**src/rtl/core/bpnm_pkg.sv**
```systemverilog
// Package for the bit-parallel NFA matcher: item structs, codes and defaults.
// Used by every module in rtl/core; depends on nothing else.
package bpnm_pkg;

  localparam int STATE_BITS_DEF  = 64;
  localparam int MAX_LEVELS_DEF  = 8;
  localparam int SHIFT_STEPS_DEF = 6;
  localparam int CFG_DATA_W      = 6;

  localparam logic [1:0] KIND_WRITE    = 2'd0;
  localparam logic [1:0] KIND_START    = 2'd1;
  localparam logic [1:0] KIND_SYMBOL   = 2'd2;
  localparam logic [1:0] KIND_RESERVED = 2'd3;

  localparam logic [3:0] SEL_CHAR     = 4'd0;
  localparam logic [3:0] SEL_LOOP     = 4'd1;
  localparam logic [3:0] SEL_GATH_BLK = 4'd2;
  localparam logic [3:0] SEL_GATH_SRC = 4'd3;
  localparam logic [3:0] SEL_GATH_DST = 4'd4;
  localparam logic [3:0] SEL_SCAT_BLK = 4'd5;
  localparam logic [3:0] SEL_SCAT_SRC = 4'd6;
  localparam logic [3:0] SEL_SCAT_DST = 4'd7;
  localparam logic [3:0] SEL_PROP_BLK = 4'd8;
  localparam logic [3:0] SEL_PROP_SRC = 4'd9;
  localparam logic [3:0] SEL_PROP_DST = 4'd10;
  localparam logic [3:0] SEL_BACK_SRC = 4'd11;
  localparam logic [3:0] SEL_BACK_DST = 4'd12;
  localparam logic [3:0] SEL_BACK_BLK = 4'd13;

  localparam logic CFG_LEVEL_COUNT  = 1'b0;
  localparam logic CFG_ACCEPT_INDEX = 1'b1;

  typedef enum logic [1:0] {OP_PROP, OP_BACK, OP_GATH, OP_SCAT} op_t;

  typedef struct packed {
    logic [1:0]  kind;
    logic [3:0]  table_select;
    logic [7:0]  table_row;
    logic [2:0]  shift_level;
    logic [63:0] table_word;
    logic [7:0]  symbol;
  } in_item_t;

  typedef struct packed {
    logic        matched;
    logic [31:0] position;
  } out_item_t;

  typedef struct packed {
    logic        we;
    logic [3:0]  sel;
    logic [7:0]  row;
    logic [2:0]  step;
    logic [63:0] word;
  } tbl_wr_t;

endpackage

```
**src/rtl/core/bpnm_closure_alu.sv**
```systemverilog
// One closure step on the state vector: propagate, back edge, gather or scatter.
// Depends on bpnm_pkg.
module bpnm_closure_alu #(
  parameter int SB = 64,
  parameter int SS = 6
) (
  input  bpnm_pkg::op_t  op,
  input  logic [SB-1:0]  st,
  input  logic [SB-1:0]  prop_q [3],
  input  logic [SB-1:0]  gath_q [3],
  input  logic [SB-1:0]  scat_q [3],
  input  logic [SB-1:0]  bsrc_q,
  input  logic [SB-1:0]  bdst_q,
  input  logic [SB-1:0]  bblk_q [SS],
  output logic [SB-1:0]  st_nxt
);
  import bpnm_pkg::*;

  logic [SB-1:0] pa, pd, acc;

  always_comb begin
    pa     = prop_q[2] | (st & prop_q[0]);
    pd     = pa - prop_q[1];
    acc    = st & bsrc_q;
    st_nxt = st;
    case (op)
      OP_PROP: st_nxt = st | (prop_q[0] & (~pd ^ pa));
      OP_GATH: st_nxt = st | ((gath_q[0] + (st & gath_q[1])) & gath_q[2]);
      OP_SCAT: st_nxt = st | ((scat_q[0] - (st & scat_q[1])) & scat_q[2]);
      OP_BACK: begin
        // Log shifter: each stage moves the selected bits down by a power of two.
        for (int i = 0; i < SS; i++) begin
          acc = (acc & ~bblk_q[i]) | ((acc & bblk_q[i]) >> (1 << i));
        end
        st_nxt = st | (acc & bdst_q);
      end
      default: st_nxt = st;
    endcase
  end

endmodule

```
**config.mk**
```make
export PLATFORM = sky130hd
export DESIGN_NAME = bpnm_closure_alu
export DESIGN_NICKNAME = d
export VERILOG_FILES = /design/src/rtl/core/bpnm_pkg.sv /design/src/rtl/core/bpnm_closure_alu.sv
export SDC_FILE = /design/constraint.sdc
export NUM_CORES = 1
export LEC_CHECK = 0
export BUFFER_PORTS_ARGS = -buffer_cell sky130_fd_sc_hd__buf_2
export CAP_MARGIN = 25
export CORE_AREA = 2 2 475 477
export DETAILED_ROUTE_END_ITERATION = 10
export DIE_AREA = 0 0 477 479
export PLACE_DENSITY = 0.32
export RECOVER_POWER = 25
export SLEW_MARGIN = 20
export SYNTH_ARGS = -nofsm -noshare
export SYNTH_HDL_FRONTEND = slang
export SYNTH_SLANG_ARGS = --single-unit
```
**constraint.sdc**
```tcl
create_clock -name vclk -period 15.2
set_input_delay 3.8 -clock vclk [all_inputs]
set_output_delay 3.8 -clock vclk [all_outputs]
set_load 0.02 [all_outputs]
```
==> results of run 1 <==
[final timing paths]
check	start	to	slack, ns	cells past startpoint
worst min-delay path	scat_q[36]	st_nxt[36]	7.94	4
worst max-delay path	st[41]	st_nxt[16]	2.53	11
[cell type report]
cell class	instances	area, sq um
multi-input cells	2814	18500
inverters	299	1120
fillers	26500	193000
repair buffers	1271	6530
diodes	95	238
well taps	2992	3740
[layout by cell type, fill, tap and decap left out, types with 32 or more instances in the layout]
master / synthesis / final
nand3b_1: 59 / 59
and2_1: 74 / 74
xnor2_1: 144 / 144
nand2_1: 358 / 358
o22ai_1: 65 / 65
xor2_1: 71 / 71
a21oi_1: 361 / 346
o21ai_0: 137 / 125
nor2_1: 183 / 179
buf_4: 0 / 45
o22a_1: 32 / 32
buf_2: 10 / 1204
nor3_1: 50 / 50
a22oi_1: 49 / 49
a21o_1: 190 / 190
ha_1: 195 / 195
nand4_1: 94 / 94
o211ai_1: 32 / 32
nand3_1: 221 / 221
diode_2: 0 / 95
a31oi_1: 75 / 75
o21bai_1: 49 / 49
inv_1: 299 / 299
[critical path: stages]
cell	delay, ns
clkbuf_1	0.68
nand3_1	0.20
a21oi_1	1.05
a21oi_1	0.32
o22ai_1	0.31
a22oi_1	0.30
o22a_1	0.32
o21ai_0	0.80
a31oi_1	0.39
nand4_1	0.39
buf_2	0.24
[cells by family after synthesis]
family / after synthesis
AOI/OAI and AO/OA: 1188
xor gates and xnor gates: 215
adders and majority gates: 198
buffers and inverters: 413
muxes: 16
and+or+nand+nor: 1197
[cells in the mapped netlist (all sizes together), types with 65 or more instances]
cell type  instances  area [sq um]
a31oi             76           482
o22ai             65           407
nand2            359          1350
nor2             183           687
ha               195          2440
xor2              71           622
a21o             190          1430
and2              74           463
nand4             94           588
nand3            221          1110
xnor2            144          1260
o21ai            150           754
inv              299          1120
clkbuf            93           350
a21oi            364          1830
[power groups by stage]
stage	Sequential [mW]	Combinational (mW)	Clock [mW]
3_5_place_dp	0	1.34	0
2_1_floorplan	0	0.644	0
4_1_cts	0	1.35	0
5_1_grt	0	1.42	0.000000215
3_3_place_gp	0	1.34	0
6_report	0	1.33	0.000000366
[layer usage]
layer | routed length [um] | GRT usage (%)
met3 | 20300 | 5.72
met4 | 6630 | 3.61
met1 | 112000 | 27.3
met5 | 808 | 0
met2 | 142000 | 43.4
==> metrics, run 1 <==
Die Y 479 um; CORE AREA roughly 0.22 sq mm; Vias 31.9k; initial DRC count 2603; IO Pins roughly 1.2k; DRC Markers 0; switching pwr 870 uW; peak supply drop 0.0108 mV; Int Pwr 458 uW; Sw Ratio 65.5%; first-pass GRT wire length 346000 um; Cells after Synth 3227; Synth Area in Simple Gates 30.3%; Worst setup SP type input port; yosys warns 0; fmax 0.0789 GHz; Setup WS post-layout 2.53 ns; initial antenna violation count 293; Total GRT Usage a little under a quarter; total wire length 281000 um; failing checks max-capacitance violations, max-slew violations; min Tclk post-route 12.67 ns; WHS 7.94 ns; Leak roughly 14 nW; Final Setup Violations 0; # placed instances 7375; postcts setup bufs 0; ANT nets after route 0; Layout area overhead 51.0%; CLK BUF 0; sequential share of the synthesized area 0%; IO buf count 1216; Setup CP Type input port to primary output; Final Cell Area 0.0302 sq mm; CP endpoint kind primary output; critical-path maximum fanout 6; Finished Layout Cells 7471; DR vias/cell 4.27; grt total ovfl 0; vias in the first global route about 31k; number of gates resized after cts 0; GP Congestion 0.963; syn_area_per_cell 6.19 sq um; Nets 5738; initial core utilization around 8.9%; cts hold-fix bufs 0; main combinational cell family by area after synthesis compound AO/OA/AOI/OAI gates; flip-flop and latch area 0 sq um; syn nets ~4.6k; synthesized-area fraction occupied by adder cells ~13%; layout cells sized above 1 30.2%; WL per Instance 37.7 um; Worst Path Arrival a little under 9 ns; worst endpoint required time approximately 11 ns; synth unique cells 86; DP HPWL 265000 um; Pwr Total 1.33 mW; Final Util 13.5%; worst hold path class input port to primary output; status finished, violations left; Clk pwr share 0%; pwr/cell area 44.0 mW/mm^2; # rows between 150 and 200; Gate power share between 90% and 100%; Sequential Power Share 0%; width of the chip 477 um; placed inst area between 0.02 and 0.03 sq mm; Final period util 83.4%; xor/xnor share of the synthesized area roughly a tenth; Die Area 0.228 sq mm; dpl ws 2.69 ns; Max-Cap Viols 2; unrepaired setup endpoints after global routing false; final hold violation count 0; fin. max-slew vios 5; relative slew slack -11.8%; synthesized cell area 0.0200 sq mm; Setup TNS 0 ns; num sequential 0; first-pass detailed-route iteration total 7; post-synthesis mux area share 0.826%; Worst-Margin Slew 1.68 ns; Synth Area in Compound Gates 39.1%; largest net degree at the start of global routing 49
Note: power is estimated with default switching activity, not from simulation.
==> run 2: changes to the inputs <==
--- a/config.mk
+++ b/config.mk
@@ -5,12 +5,13 @@
 export SDC_FILE = /design/constraint.sdc
 export NUM_CORES = 1
 export LEC_CHECK = 0
+export ABC_AREA = 1
 export BUFFER_PORTS_ARGS = -buffer_cell sky130_fd_sc_hd__buf_2
 export CAP_MARGIN = 25
-export CORE_AREA = 2 2 475 477
+export CORE_AREA = 2 2 472 474
 export DETAILED_ROUTE_END_ITERATION = 10
-export DIE_AREA = 0 0 477 479
-export PLACE_DENSITY = 0.32
+export DIE_AREA = 0 0 474 476
+export PLACE_DENSITY = 0.35
 export RECOVER_POWER = 25
 export SLEW_MARGIN = 20
 export SYNTH_ARGS = -nofsm -noshare
==> constraint.sdc (replaced) <==
create_clock -name vclk -period 11.9
set_input_delay 2.975 -clock vclk [all_inputs]
set_output_delay 2.975 -clock vclk [all_outputs]
set_load 0.02 [all_outputs]
==> metrics, run 2 <==
DP HPWL 309000 um (+17%); hold path endpoint st_nxt[0]; IO buf count 1217 (+0.082%); first-pass detailed-route iteration total 8 (+1); Commonest cells post-synth nand2_1 (2598), inv_1 (1389), nor2_1 (538), nand3_1 (376), a21oi_1 (274); number of gates resized after cts 0 (unchanged); Worst path top cell family by delay compound AO/OA/AOI/OAI gates; Synth Area in Simple Gates 56.1% (+26 points); Total GRT Usage 27.8% (+4.4 points); initial core utilization 12.3% (+3.3 points); Worst Path Arrival 7.69 ns (-1.18 ns); critical-path maximum fanout 5 (-1); postcts setup bufs 0 (unchanged); pwr/cell area 50.8 mW/mm^2 (+15%); status finished, violations left; width of the chip 474 um (-0.63%); xor/xnor share of the synthesized area 3.04% (-6.4 points); top-area cell type share of the netlist area 36.0% (+24 points); CP endpoint kind primary output; Setup TNS 0 ns (unchanged); Worst setup SP type input port; CORE AREA 0.221 sq mm (-1.2%); most common cell after layout, fill and taps aside nand2_1; yosys warns 0 (unchanged); unrepaired setup endpoints after global routing false; cts hold-fix bufs 0 (unchanged); Buf/Inv on CP 3 (+1); GP Congestion 0.994 (+3.3%); largest net degree at the start of global routing 39 (-20%); relative slew slack -51.9% (-40 points); layout cells sized above 1 17.8% (-12 points); synthesized cell area 0.0271 sq mm (+36%); worst stage delay on the critical path 1.66 ns (+0.61 ns); synth unique cells 41 (-52%); first-pass GRT wire length 407000 um (+17%); ANT nets after route 0 (unchanged); area leader, netlist nand2_1; fin. max-slew vios 4 (-1); DR vias/cell 4.21 (-1.5%); post-synthesis mux area share 0% (-0.83 points); Cells after Synth 6034 (+87%); Final Setup Violations 0 (unchanged); CLK BUF 0 (unchanged); # rows 173 (-0.57%); Synth area leaders nand2_1 (36%), inv_1 (19%), ha_1 (9.0%); Hold Crit Depth 4 (unchanged); IO Pins 1218 (unchanged); WHS 6.33 ns (-1.61 ns); count leader, synth nand2_1; fmax 0.0938 GHz; worst endpoint required time 8.93 ns (-2.47 ns); Synth Area in Compound Gates 11.9% (-27 points); Most common cell on crit path nand2_1; initial antenna violation count 257 (-12%); CP cell instances buf_2 > nand2_1 > o21ai_0 > nand2_1 > nand2_1 > inv_1 > o21ai_0 > nand2_1 > a21oi_1 > nand3_1 > nand2_1 > nor2_1 > nand2_1 > buf_2; Nets 8605 (+50%); final hold violation count 0 (unchanged); Hold Startpoint scat_q[0]; Max-Cap Viols 1 (-1); Setup CP Type input port to primary output; Final period util 89.6%; Layout area overhead 37.4%; Leak 23.4 nW (+65%); Die Area 0.226 sq mm (-1.3%); Vias 43.4k (+36%); DRC Markers 0 (unchanged); worst hold path class input port to primary output; WL per Instance 31.7 um (-16%); Worst path slowest cell o21ai_0; total wire length 328000 um (+16%); flip-flop and latch area 0 sq um (unchanged); initial DRC count 3617 (+39%); peak supply drop 0.0245 mV (+130%); Worst-Margin Slew 2.26 ns (+0.579 ns); most frequent cells in the layout nand2_1 (2598), inv_1 (1389), buf_2 (1203); min Tclk post-route 10.67 ns; num sequential 0 (unchanged); sequential share of the synthesized area 0% (unchanged); Pwr Total 1.89 mW (+42%); main combinational cell family by area after synthesis simple AND/OR/NAND/NOR gates; failing checks max-capacitance violations, max-slew violations; syn_area_per_cell 4.49 sq um (-28%); Die Y 476 um (-0.63%); synthesized-area fraction occupied by adder cells 9.23% (-3.3 points); grt total ovfl 0 (unchanged); syn nets 7386 (+61%); vias in the first global route 41.9k (+34%); Final Util 16.8% (+3.3 points)
-- run 2: cell types whose count changed after synthesis, sizes merged, moves of 75 or more --
cell and change:
a21o -159, clkbuf -75, nor2 +363, nand2 +2265
nand3 +167, inv +1092, xnor2 -112, a21oi -90
-- run 2: final cells by class --
cell class / count / area, sq um
diodes: 98 / 245
multi-input cells: 4616 / 21800
repair buffers: 1241 / 6250
fillers: 27000 / 184000
inverters: 1394 / 5230
well taps: 2975 / 3720
-- run 2: report_power, final --
group          leakage (nW)    total, mW  internal, mW  switching (mW)
Sequential                0            0             0               0
Clock              0.000628  0.000000328   0.000000327               0
Combinational          23.4         1.89         0.546            1.34
Total                  23.4         1.89         0.546            1.34
-- run 2: per-stage QoR --
stage	cells	setup WS, ns	cell area [sq um]
after floorplan	6034	4.02	27100
after global placement	10200	2.08	37000
after detailed placement	10200	2.08	37000
after CTS	10200	2.07	37000
after global routing	10300	1.12	37100
final	10300	1.23	37200
-- run 2: logic make-up after synthesis --
family,Yosys count
xor+xnor,94
simple gates,3739
compound gates,585
fa+ha+maj,198
buf+inv,1418
-- run 2: how the worst max path moves through the flow --
stage               slack, ns  depth (start not counted)  startpoint         end
floorplan                4.02                         15       st[1]  st_nxt[12]
global placement         2.08                         17      st[21]  st_nxt[57]
detailed placement       2.08                         17      st[22]  st_nxt[57]
CTS                      2.07                         17      st[22]  st_nxt[57]
global route             1.12                         14      st[58]  st_nxt[50]
finish                   1.23                         14      st[58]  st_nxt[50]
-- run 2: metal layers --
layer	track usage (%)	share of wire (%)	wire, um	up-vias
li1	-	-	-	20800
met1	35.5	43	142000	20200
met2	47.8	46	152000	1939
met3	4.92	6.8	22300	455
met4	7.08	3.3	10800	88
met5	0	0.17	553	-
